--- src/rtl/pngu_pkg.sv ---
// ----------------------------------------------------------------------------
// pngu_pkg
// Shared types and codes for the PNG scanline unfilter block.
// ----------------------------------------------------------------------------
package pngu_pkg;

    // row filter codes
    localparam logic [2:0] FILT_NONE  = 3'd0;
    localparam logic [2:0] FILT_SUB   = 3'd1;
    localparam logic [2:0] FILT_UP    = 3'd2;
    localparam logic [2:0] FILT_AVG   = 3'd3;
    localparam logic [2:0] FILT_PAETH = 3'd4;

    // highest legal filter code
    localparam logic [7:0] FILT_MAX = 8'd4;

    // configuration register indexes
    localparam logic [1:0] CFG_IMAGE_WIDTH  = 2'd0;
    localparam logic [1:0] CFG_IMAGE_HEIGHT = 2'd1;
    localparam logic [1:0] CFG_HAS_ALPHA    = 2'd2;

    localparam int CFG_DATA_W = 15;

    localparam logic [7:0] OPAQUE_ALPHA = 8'd255;

    // one output word
    typedef struct packed {
        logic [7:0] blue;
        logic [7:0] green;
        logic [7:0] red;
        logic [7:0] alpha;
        logic       row_end;
        logic       image_end;
        logic       bad_filter;
    } result_t;

endpackage

--- src/rtl/pngu_predict.sv ---
// ----------------------------------------------------------------------------
// pngu_predict
// PNG row predictor: rebuilds one sample from the raw byte and the left,
// above and above-left neighbors, modulo 256.
// ----------------------------------------------------------------------------
module pngu_predict (
    input  logic [2:0] filter,
    input  logic [7:0] raw,
    input  logic [7:0] a,
    input  logic [7:0] b,
    input  logic [7:0] c,
    output logic [7:0] value
);

    logic signed [9:0] sa, sb, sc;
    logic signed [9:0] da, db, dc;
    logic [9:0]        pa, pb, pc;
    logic [7:0]        paeth;
    logic [8:0]        sum_ab;
    logic [7:0]        avg;

    // pa = |b - c|, pb = |a - c|, pc = |a + b - 2c|
    always_comb
    begin
        sa = $signed({2'b00, a});
        sb = $signed({2'b00, b});
        sc = $signed({2'b00, c});
        da = sb - sc;
        db = sa - sc;
        dc = sa + sb - sc - sc;
        pa = (da < 0) ? 10'(-da) : 10'(da);
        pb = (db < 0) ? 10'(-db) : 10'(db);
        pc = (dc < 0) ? 10'(-dc) : 10'(dc);
        if (pa <= pb && pa <= pc)
        begin
            paeth = a;
        end
        else if (pb <= pc)
        begin
            paeth = b;
        end
        else
        begin
            paeth = c;
        end
        sum_ab = {1'b0, a} + {1'b0, b};
        avg    = sum_ab[8:1];
    end

    always_comb
    begin
        case (filter)
            pngu_pkg::FILT_SUB:   value = raw + a;
            pngu_pkg::FILT_UP:    value = raw + b;
            pngu_pkg::FILT_AVG:   value = raw + avg;
            pngu_pkg::FILT_PAETH: value = raw + paeth;
            default:              value = raw;
        endcase
    end

endmodule

--- config.mk ---
export PLATFORM = sky130hd
export DESIGN_NAME = pngu_predict
export DESIGN_NICKNAME = d
export VERILOG_FILES = /design/src/rtl/pngu_pkg.sv /design/src/rtl/pngu_predict.sv
export SDC_FILE = /design/constraint.sdc
export NUM_CORES = 1
export LEC_CHECK = 0
export BUFFER_PORTS_ARGS = -buffer_cell sky130_fd_sc_hd__buf_4
export CORE_AREA = 5 5 86 88
export DETAILED_ROUTE_END_ITERATION = 7
export DIE_AREA = 0 0 91 93
export PLACE_DENSITY = 0.77
export SYNTH_ARGS = -nofsm -noshare
export SYNTH_HDL_FRONTEND = slang
export SYNTH_SLANG_ARGS = --single-unit
--- constraint.sdc ---
create_clock -name vclk -period 7.1
set_input_delay 0.71 -clock vclk [all_inputs]
set_output_delay 0.71 -clock vclk [all_outputs]
set_load 0.01 [all_outputs]
== Yosys cells after proc, flatten, opt, wreduce, memory -nomap -nowiden ==
Index checks and enable logic that the tools add are counted.
Cells by class
  $add $sub $neg: 13
  $lt $le $gt $ge: 6
  eq/ne operators: 4
  multiplexer cells: 6
  reduce and logical (&&, ||, !) cells: 1
Operator list (count)
  adder 8 bit: 4
  one-hot mux 8 bit (4 select lines): 1
  <= comparator 10 bit: 3
  two-way mux 10 bit: 3
  negator 9 -> 10 bit: 2
  adder 8 x 8 -> 9 bit: 2
  less-than comparator 9 x 1 -> 1 bit, second input constant: 2
  subtractor 8 x 8 -> 9 bit: 2
  two-way mux 8 bit: 2
  less-than comparator 10 x 1 -> 1 bit, second input constant: 1
  negator 10 bit: 1
  subtractor 10 x 9 -> 10 bit: 1
  subtractor 9 x 8 -> 10 bit: 1
  == test 3 x 2 -> 1 bit, second input constant: 2
  == test 3 x 1 -> 1 bit, second input constant: 1
  == test 3 bit, second input constant: 1
  logical AND 1 bit: 1
Storage, ports and cells
  register bits after elaboration: 0
  input port bits: 35
  logic and storage cells: 30

== Logic depth before layout (Yosys ltp) ==
Gate-level depths: netlist of run 1.
  depth in word-level cells: 10
  depth in mapped cells: 36

== Least setup slack after synthesis of run 1 ==
Ideal clock, no wire load.
  path type: input to output
  from: input a[0]
  to: output value[7]
  arrival time: 6.842 ns
  slack: -0.452 ns
  cell stages on the path: 32
  buffers on the path: 0
  cells stage by stage: fa_1 -> ha_1 -> inv_1 -> fa_1 -> nand2b_1 -> a21oi_1 -> xor2_1 -> or2_2 -> nor3b_1 -> nand2b_1 -> o21ai_0 -> xor2_1 -> ha_1 -> nand3_1 -> or2_2 -> or3_1 -> o211a_1 -> o21ai_2 -> nand2_1 -> o221a_1 -> ha_1 -> a21o_1 -> a21oi_1 -> o21bai_1 -> a21oi_1 -> nor2b_1 -> o21a_1 -> nor2_1 -> nor3_1 -> and2_1 -> o41ai_1 -> nand4_1
Between the ends
  cells in the longest elaborated chain, start to end: 10
RTL lines
  from (decl): line pngu_predict.sv:9  | input logic [7:0] a,
  adder 8 x 8 -> 9 bit: line pngu_predict.sv:30, pngu_predict.sv:46
  subtractor 9 x 8 -> 10 bit: line pngu_predict.sv:30  | dc = sa + sb - sc - sc;
  subtractor 10 x 9 -> 10 bit: line pngu_predict.sv:30
  negator 10 bit or less-than comparator 10 x 1 -> 1 bit (tied branches): line pngu_predict.sv:33  | pc = (dc < 0) ? 10'(-dc) : 10'(dc);
  two-way mux 10 bit: line pngu_predict.sv:33
  <= comparator 10 bit (on tied branches): line pngu_predict.sv:38, pngu_predict.sv:34
  two-way mux 8 bit or logical AND 1 bit (tied branches): line pngu_predict.sv:38, pngu_predict.sv:34
  two-way mux 8 bit: line pngu_predict.sv:34  | if (pa <= pb && pa <= pc)
  adder 8 bit: line pngu_predict.sv:56  | pngu_pkg::FILT_PAETH: value = raw + paeth;
  one-hot mux 8 bit (4 select lines) (*): line pngu_predict.sv:52  | case (filter)
  to (decl): line pngu_predict.sv:12  | output logic [7:0] value
Every way passes the cells marked *; elsewhere a longest branch is shown, timed or not.

== Worst setup path after layout of run 1 ==
  from: input a[4]
  to: output value[7]
The elaborated chain is that of the path after synthesis.

==> results.py, run 1 <==
metrics = {
    "outcome": {
        "run_status": "finished, violations left",
        "violations": "negative setup slack",
    },
    "timing": {
        "worst_slack_ns": -0.848,
        "finalHoldViolations": 0,
        "post-route-min-period_ns": 7.95,
        "maxSlewHeadroom_pct": 29.6,
        "maxSlewViolCount": 0,
        "fin_crit_sh_pct": 112,
        "tightestPinTransition_ns": 1.05,
        "grt_setup_unrepaired": "yes",
        "timing.fmax_mhz": 126,
        "final-setup-viol-count": 4,
        "whs_ns": 1.73,
    },
    "die": {
        "die_area_um2": 8460,
        "effective_utilization_at_floorplan_pct": 52.6,
        "core_area_um2": 6570,
        "die_height_um": 93,
        "num_rows": 30,
        "ioPinCount": 43,
        "fp.dieW_um": 91,
    },
    "critical_path": {
        "crit_arrival_ns": 7.24,
        "cp-start-kind": "input port",
        "crit_required_ns": 6.39,
        "crit_path_top_delay_cell": "fa_1",
        "critical_path_class": "input port to output pin",
        "critical_path.max_fanout": 4,
        "critPathCaptureType": "output pin",
        "cp_peak_stage_delay_ns": 0.62,
    },
    "routing": {
        "detail_route.iter0.violations": 328,
        "number_of_antenna_violating_nets_in_the_routed_design": 0,
        "routed_length_per_placed_instance_um": 18.4,
        "drc": 0,
        "vias_post_dr": 4467,
        "detail_route.wirelength_um": 13900,
        "vias_per_cell": 5.92,
        "drt_pass1_iterations": 5,
    },
    "placement": {
        "place.detailed.instances": 725,
        "preCtsSetupSlack_ns": -0.854,
        "io_buffer_count": 43,
        "dp_hpwl_um": 9840,
        "gpl.final_weighted_congestion": 0.874,
    },
    "synth": {
        "top_cells_by_count_synth": "72 x ha_1, 65 x inv_1, 45 x a21oi_1",
        "syn_area_um2": 3450,
        "avgSynthCellArea_um2": 7.34,
        "yosysWarningCount": 0,
        "synth.lib_cells_used.distinct": 61,
        "netlist_top_cells_area": "ha_1 26%, inv_1 7.1%, fa_1 7.0%, a21oi_1 6.5%, xnor2_1 5.3%",
        "syn-instance-count": 470,
        "synth_area_leader_cell": "ha_1",
        "synth.yosys.seq_area_share_pct": 0,
        "synth.most_common_cell": "ha_1",
        "synth_top_area_share_pct": 26.1,
    },
    "global_route": {
        "gr-max-usage-layer": "met2",
        "antenna_found_initial": 0,
        "global_route.usage.met1_pct": 34.0,
        "maximum_number_of_pins_on_one_net_before_global_route_repair": 18,
        "groute.usage.overall_pct": 29.6,
        "grt_util_met3_pct": 1.61,
        "grt_pass1_wl_um": 21100,
        "remaining_global_route_overflow": 0,
        "grt_pass1_vias": 4557,
        "gr-usage-met2_pct": 57.2,
    },
    "layout": {
        "finish.cell_count_without_fillers": 755,
        "nFillCells": 336,
        "finalNetCount": 796,
        "layout-drive-gt1-share_pct": 44.1,
        "n_antenna_cell": 0,
        "area_growth_pct": 59.7,
        "multiInputGateArea_um2": 3560,
        "final-seq-area_um2": 0,
        "sequential_cell_total": 0,
        "num-clock-buffers": 0,
    },
    "clocking": {
        "cts-hold-fix-buffers": 0,
    },
    "power_and_ir_drop": {
        "total_switching_power_mw": 0.559,
        "internal_power_mw": 0.592,
        "max_rail_drop_vdd_v": 0.000210,
        "pwr-share-comb_pct": 100.0,
        "sw_frac_of_total_pct": 48.5,
        "p_leak_nw": 2.86,
        "power_per_cell_area_nw_per_um2": 209,
        "total_power_mw": 1.15,
        "seq_power_share_pct": 0,
        "clk_pwr_share_pct": 0,
    },
    "flow_run": {
        "max-cap-violations": 0,
    },
    "min_path": {
        "type_of_the_worst_min_delay_path": "input port to output pin",
    },
}
## layer usage
layer	vias up	wire [um]
met3	56	836
met1	2107	5290
met5	-	0
met2	234	7140
li1	2070	-
met4	0	614
## power groups by stage
stage	clock (mW)	sequential, mW	combinational (mW)
6_report	0	0	1.15
5_1_grt	0	0	1.24
4_1_cts	0	0	1.03
3_5_place_dp	0	0	0.950
3_3_place_gp	0	0	0.912
2_1_floorplan	0	0	0.556
## final timing paths
kind / depth (start not counted) / start / slack, ns / endpoint
setup / recovery: 34 / a[4] / -0.85 / value[7]
hold / removal: 4 / raw[6] / 1.73 / value[6]
## metrics by stage
stage,setup TNS [ns],util [%],cell area [um2]
final,-1.78,83.9,5510
after global routing,-2.82,83.9,5510
after CTS,-1.57,80.7,5300
after detailed placement,-1.69,75.3,4940
after global placement,-1.36,75.3,4940
after floorplan,-0.0711,-,3530
## cell families (layout without fill, tap and decap cells)
| family | after synthesis | after routing | synth area share [%] |
|---|---|---|---|
| compound gates | 137 | 137 | 26.3 |
| simple gates | 122 | 122 | 17.7 |
| fa+ha+maj | 85 | 85 | 33.4 |
| buf+inv | 71 | 274 | 8.08 |
| xor+xnor | 44 | 44 | 11.6 |
| mux | 9 | 9 | 2.75 |
| other cells | 2 | 4 | 0.218 |
## critical path, delay by kind of cell
| family | cells | cell delay [ns] |
|---|---|---|
| AND/OR/NAND/NOR | 12 | 2.12 |
| AO/OA/AOI/OAI | 12 | 2.11 |
| adder cells (fa/ha/maj) | 4 | 1.51 |
| buffers and inverters | 4 | 0.42 |
| XOR/XNOR | 2 | 0.36 |
## repair_timing
| action | 4_1_cts | 5_1_grt |
|---|---|---|
| pin swaps | 54 | 39 |
| setup buffers | 18 | 17 |
| gates resized for setup | 52 | 28 |
| endpoints found under the setup margin | 5 | 7 |
## layout by cell type (no fill, tap or decap), types with 5 or more instances in the layout
master | Yosys | routed
fa_1 | 12 | 8
nor2_1 | 43 | 38
a21oi_1 | 45 | 36
xor2_1 | 21 | 18
a21o_1 | 20 | 20
o21ai_0 | 17 | 10
o21ai_2 | 1 | 6
o211ai_1 | 5 | 5
nand2b_1 | 7 | 5
nand2_1 | 22 | 20
buf_6 | 1 | 5
buf_4 | 1 | 202
ha_4 | 0 | 8
xnor2_1 | 21 | 18
nand4_1 | 7 | 7
ha_1 | 72 | 63
o21ai_1 | 3 | 5
o21bai_1 | 9 | 9
nor2_2 | 0 | 5
a21oi_2 | 0 | 9
inv_1 | 65 | 59
or3_1 | 7 | 5
## layout make-up
cell class | count | share of cell area, %
multi-input cells | 401 | 64.6
inverters | 65 | 4.54
repair buffers | 209 | 29.1
well taps | 80 | 1.82
Note: power is estimated with default switching activity, not from simulation.
==> inputs of run 2 (changes only) <==
Settings changed: CORE_AREA 5 5 86 88 to 5 5 84 86, DIE_AREA 0 0 91 93 to 0 0 89 91, PLACE_DENSITY 0.77 to 0.8, SKIP_LAST_GASP from default to 1.
==> run 2 against run 1 <==
Compared with the run above:
- the run still ends with negative setup slack left
- critical path depth increased by 2
- combinational power about the same
- non-clock buffer count decreased by 13
- final cell count decreased by 2.1%
- sequential share of layout area unchanged
==> results.py, run 2 (synthesis gave the netlist of run 1 again) <==
metrics = {
    "critical_path": {
        "crit_path_top_delay_cell": "fa_1",
        "critical_path_class": "input port to output pin",
        "critPathCaptureType": "output pin",
        "crit_arrival_ns": 7.54,
        "cell_repeated_most_along_the_worst_path": "buf_4",
        "cp_peak_stage_delay_ns": 0.62,
        "cp-start-kind": "input port",
        "crit_required_ns": 6.39,
        "critical_path.max_fanout": 7,
    },
    "global_route": {
        "groute.usage.overall_pct": 34.8,
        "grt_pass1_wl_um": 22800,
        "antenna_found_initial": 0,
        "maximum_number_of_pins_on_one_net_before_global_route_repair": 18,
        "remaining_global_route_overflow": 0,
        "grt_pass1_vias": 5018,
    },
    "layout": {
        "n_antenna_cell": 0,
        "nFillCells": 298,
        "finalNetCount": 783,
        "num-clock-buffers": 0,
        "mostFrequentLayoutCells": "191 x buf_4, 62 x ha_1, 58 x inv_1",
        "sequential_cell_total": 0,
        "area_growth_pct": 56.6,
        "most_common_library_cell_in_the_layout_ignoring_fill_and_taps": "buf_4",
        "final-seq-area_um2": 0,
        "final_core_util_pct": 87.1,
        "multiInputGateArea_um2": 3570,
        "layout-drive-gt1-share_pct": 42.3,
    },
    "power_and_ir_drop": {
        "p_leak_nw": 2.79,
        "power_per_cell_area_nw_per_um2": 215,
        "max_rail_drop_vdd_v": 0.000213,
    },
    "routing": {
        "detail_route.iter0.violations": 488,
        "vias_post_dr": 4866,
        "drt_pass1_iterations": 6,
        "vias_per_cell": 6.58,
        "drc": 0,
        "detail_route.wirelength_um": 16200,
        "routed_length_per_placed_instance_um": 22.0,
        "number_of_antenna_violating_nets_in_the_routed_design": 0,
    },
    "timing": {
        "timing.fmax_mhz": 121,
        "grt_setup_unrepaired": "yes",
        "tightestPinTransition_ns": 1.12,
        "maxSlewHeadroom_pct": 25.1,
        "maxSlewViolCount": 0,
        "final.setup.tns_ns": -3.41,
        "worst_slack_ns": -1.15,
        "fin_crit_sh_pct": 116,
        "final-setup-viol-count": 7,
        "post-route-min-period_ns": 8.25,
        "whs_ns": 1.75,
        "finalHoldViolations": 0,
    },
    "die": {
        "effective_utilization_at_floorplan_pct": 55.6,
        "num_rows": 29,
        "ioPinCount": 43,
        "core_area_um2": 6200,
        "die_area_um2": 8100,
        "die_height_um": 91,
        "fp.dieW_um": 89,
    },
    "placement": {
        "io_buffer_count": 43,
        "preCtsSetupSlack_ns": -0.986,
        "gpl.final_weighted_congestion": 0.934,
        "dp_hpwl_um": 10100,
    },
    "clocking": {
        "cts-hold-fix-buffers": 0,
    },
    "min_path": {
        "worst_hold_startpoint": "raw[2]",
        "type_of_the_worst_min_delay_path": "input port to output pin",
        "worst_hold_path.num_cells": 4,
        "hold-path-endpoint": "value[2]",
    },
    "flow_run": {
        "max-cap-violations": 0,
    },
    "outcome": {
        "violations": "negative setup slack",
        "run_status": "finished, violations left",
    },
}
-- run 2: repair_timing --
item / 4_1_cts / 5_1_grt
pin swaps: 58 / 28
endpoints found under the setup margin: 5 / 7
gates resized for setup: 55 / 23
buffers inserted: 25 / 11
gates cloned: 0 / 0
-- run 2: where the power goes --
part / total, mW / internal [mW] / switching (mW)
Clock: 0 / 0 / 0
Sequential: 0 / 0 / 0
Combinational: 1.16 / 0.574 / 0.589
-- run 2: layout make-up --
class / count / share of cell area (%)
Timing Repair Buffer: 196 / 27.6
Multi-Input combinational cell: 401 / 66.0
Tap cell: 77 / 1.78
Inverter: 65 / 4.63
-- run 2: worst max-delay path, delay by kind of cell --
kind | cells | cell delay (ns)
buffers and inverters | 7 | 1.08
AND/OR/NAND/NOR | 11 | 1.82
adder cells (fa/ha/maj) | 4 | 1.47
XOR/XNOR | 1 | 0.20
AO/OA/AOI/OAI | 13 | 2.25
-- run 2: layer usage --
metal  part of all wire, %  GRT usage [%]
met5                     0              0
met3                   8.9           4.71
met1                    32           36.0
met2                    48           63.9
met4                    11           22.0
-- run 2: per-stage QoR --
step	power, mW	std cells	instance area (um2)
after floorplan	0.556	472	3530
after global placement	0.893	714	4880
after detailed placement	0.951	714	4880
after CTS	1.03	739	5290
after global routing	1.23	739	5410
final	1.16	739	5410
-- run 2: how the worst max path moves through the flow --
stage	startpoint	end	slack, ns	cells after the start
5_1_grt	c[1]	value[7]	-1.32	33
2_1_floorplan	a[0]	value[7]	-0.07	32
4_1_cts	b[0]	value[7]	-0.58	35
3_3_place_gp	a[0]	value[7]	-0.66	37
3_5_place_dp	a[0]	value[7]	-0.99	37
6_report	c[1]	value[7]	-1.15	36
==> inputs of run 3 (changes only) <==
--- a/config.mk
+++ b/config.mk
@@ -7,7 +7,8 @@
 export LEC_CHECK = 0
+export ABC_AREA = 1
 export BUFFER_PORTS_ARGS = -buffer_cell sky130_fd_sc_hd__buf_4
-export CORE_AREA = 5 5 84 86
+export CORE_AREA = 5 5 88 90
 export DETAILED_ROUTE_END_ITERATION = 7
-export DIE_AREA = 0 0 89 91
-export PLACE_DENSITY = 0.8
+export DIE_AREA = 0 0 93 95
+export PLACE_DENSITY = 0.79
 export SKIP_LAST_GASP = 1
==> constraint.sdc (replaced) <==
create_clock -name vclk -period 7.1
set_input_delay 0.355 -clock vclk [all_inputs]
set_output_delay 0.355 -clock vclk [all_outputs]
set_load 0.01 [all_outputs]
==> run 3 against run 2 <==
Compared with the run above:
- worst hold slack worse by 0.74 ns
- routed wire length down 40%
- clock-buffer cell count unchanged
- flip-flop and latch count unchanged
- die area is 9.1% higher
- core utilization fell by 26 points
- global-route usage down 12 points
- the run now ends clean
==> results.py, run 3 <==
metrics = {
    "routing": {
        "drt_pass1_iterations": 5,
        "detail_route.iter0.violations": 216,
        "drc": 0,
        "number_of_antenna_violating_nets_in_the_routed_design": 0,
        "vias_post_dr": 4110,
        "routed_length_per_placed_instance_um": 12.9,
        "detail_route.wirelength_um": 9760,
        "vias_per_cell": 5.44,
    },
    "clocking": {
        "cts-hold-fix-buffers": 0,
    },
    "critical_path": {
        "critPathCaptureType": "output pin",
        "critical_path_class": "input port to output pin",
        "critPathBufInv": 9,
        "cp-start-kind": "input port",
        "crit_arrival_ns": 6.18,
        "critical_path.max_fanout": 7,
        "crit_path_top_delay_cell": "fa_1",
        "cp_peak_stage_delay_ns": 0.54,
        "crit_required_ns": 6.74,
        "cell_repeated_most_along_the_worst_path": "nor2_1",
        "timing.critical_path.from": "a[0]",
        "cell_family_contributing_the_most_delay_on_the_critical_path": "adder cells",
    },
    "synth": {
        "top_cells_by_count_synth": "134 x inv_1, 132 x nand2_1, 72 x ha_1",
        "avgSynthCellArea_um2": 6.04,
        "syn-instance-count": 625,
        "synth_top_area_share_pct": 23.9,
        "synth_area_leader_cell": "ha_1",
        "synth.lib_cells_used.distinct": 44,
        "synth.most_common_cell": "inv_1",
        "netlist_top_cells_area": "ha_1 24%, inv_1 13%, nand2_1 13%, fa_1 6.4%, nor2_1 5.7%",
        "synth.yosys.seq_area_share_pct": 0,
        "syn_area_um2": 3770,
        "yosysWarningCount": 0,
    },
    "timing": {
        "timing.fmax_mhz": 153,
        "final-setup-viol-count": 0,
        "maxSlewHeadroom_pct": 38.0,
        "whs_ns": 1.01,
        "maxSlewViolCount": 0,
        "final.setup.tns_ns": 0,
        "finalHoldViolations": 0,
        "fin_crit_sh_pct": 92.1,
        "tightestPinTransition_ns": 0.924,
        "post-route-min-period_ns": 6.54,
    },
    "die": {
        "core_area_um2": 6980,
        "num_rows": 31,
        "ioPinCount": 43,
        "die_area_um2": 8840,
        "effective_utilization_at_floorplan_pct": 54.1,
        "fp.dieW_um": 93,
        "die_height_um": 95,
    },
    "power_and_ir_drop": {
        "p_leak_nw": 2.54,
        "total_power_mw": 0.720,
        "power_per_cell_area_nw_per_um2": 168,
        "max_rail_drop_vdd_v": 0.0000911,
    },
    "outcome": {
        "run_status": "finished clean",
    },
    "global_route": {
        "groute.usage.overall_pct": 22.4,
        "grt_pass1_wl_um": 16500,
        "grt_pass1_vias": 3865,
        "antenna_found_initial": 0,
        "remaining_global_route_overflow": 0,
        "maximum_number_of_pins_on_one_net_before_global_route_repair": 16,
    },
    "placement": {
        "dp_hpwl_um": 8740,
        "io_buffer_count": 43,
        "dpl_cell_area_um2": 4190,
        "gpl.final_weighted_congestion": 0.967,
    },
    "flow_run": {
        "max-cap-violations": 0,
    },
    "layout": {
        "num-clock-buffers": 0,
        "design_area_um2": 4280,
        "area_growth_pct": 13.3,
        "most_common_library_cell_in_the_layout_ignoring_fill_and_taps": "inv_1",
        "mostFrequentLayoutCells": "134 x inv_1, 131 x nand2_1, 72 x ha_1",
        "final-seq-area_um2": 0,
        "sequential_cell_total": 0,
        "layout-drive-gt1-share_pct": 13.8,
        "n_antenna_cell": 0,
        "finalNetCount": 795,
    },
    "min_path": {
        "type_of_the_worst_min_delay_path": "input port to output pin",
        "worst_hold_startpoint": "raw[0]",
    },
}
run 3: changes by cell type in the layout (fill, tap and decap cells not counted), moves of 8 or more:
cell | previous run | this run
xnor2_1 | 20 | 4
a21o_1 | 20 | 2
nand2_1 | 20 | 131
nand4_1 | 7 | 15
nand3_1 | 4 | 32
ha_1 | 62 | 72
inv_1 | 58 | 134
nor2_1 | 39 | 56
buf_4 | 191 | 50
run 3: cell type report:
type / count / area [um2]
Tap cell: 82 / 103
Fill cell: 678 / 2710
Inverter: 138 / 520
Timing Repair Buffer: 50 / 375
Multi-Input combinational cell: 486 / 3280
run 3: power breakdown:
group,switching [mW],total (mW),internal (mW)
Clock,0,0,0
Sequential,0,0,0
Combinational,0.440,0.720,0.279
Total,0.440,0.720,0.279
run 3: final timing paths:
kind | endpoint | slack (ns) | depth (start not counted)
setup / recovery | value[7] | 0.56 | 45
hold / removal | value[0] | 1.01 | 4
run 3: logic make-up after synthesis:
family / share of synthesized area [%]
other cells: 0.199
compound gates: 16.7
fa+ha+maj: 30.2
buf+inv: 14.3
simple gates: 32.8
xor+xnor: 5.80
run 3: metal layers:
layer	track usage, %	wire length [um]	up-vias
li1	-	-	2122
met1	29.5	4520	1842
met2	40.7	4650	126
met3	0.876	400	20
met4	4.27	186	0
met5	0	0	-
run 3: tightest hold or removal path: stages:
cell,delay [ns]
buf_4,0.09
nand2_1,0.04
nand2_1,0.06
buf_4,0.11
run 3: metrics by stage:
stage / std cells / util [%] / worst slack (ns)
floorplan: 627 / - / 1.19
global placement: 749 / 60.0 / 0.602
detailed placement: 749 / 60.0 / 0.450
CTS: 749 / 60.0 / 0.455
global route: 756 / 61.2 / -0.00682
finish: 756 / 61.2 / 0.564
run 3: what timing repair did:
item | in CTS | in global routing
endpoints found under the setup margin | 0 | 1
gates resized for setup | 0 | 8
buffers inserted | 0 | 7
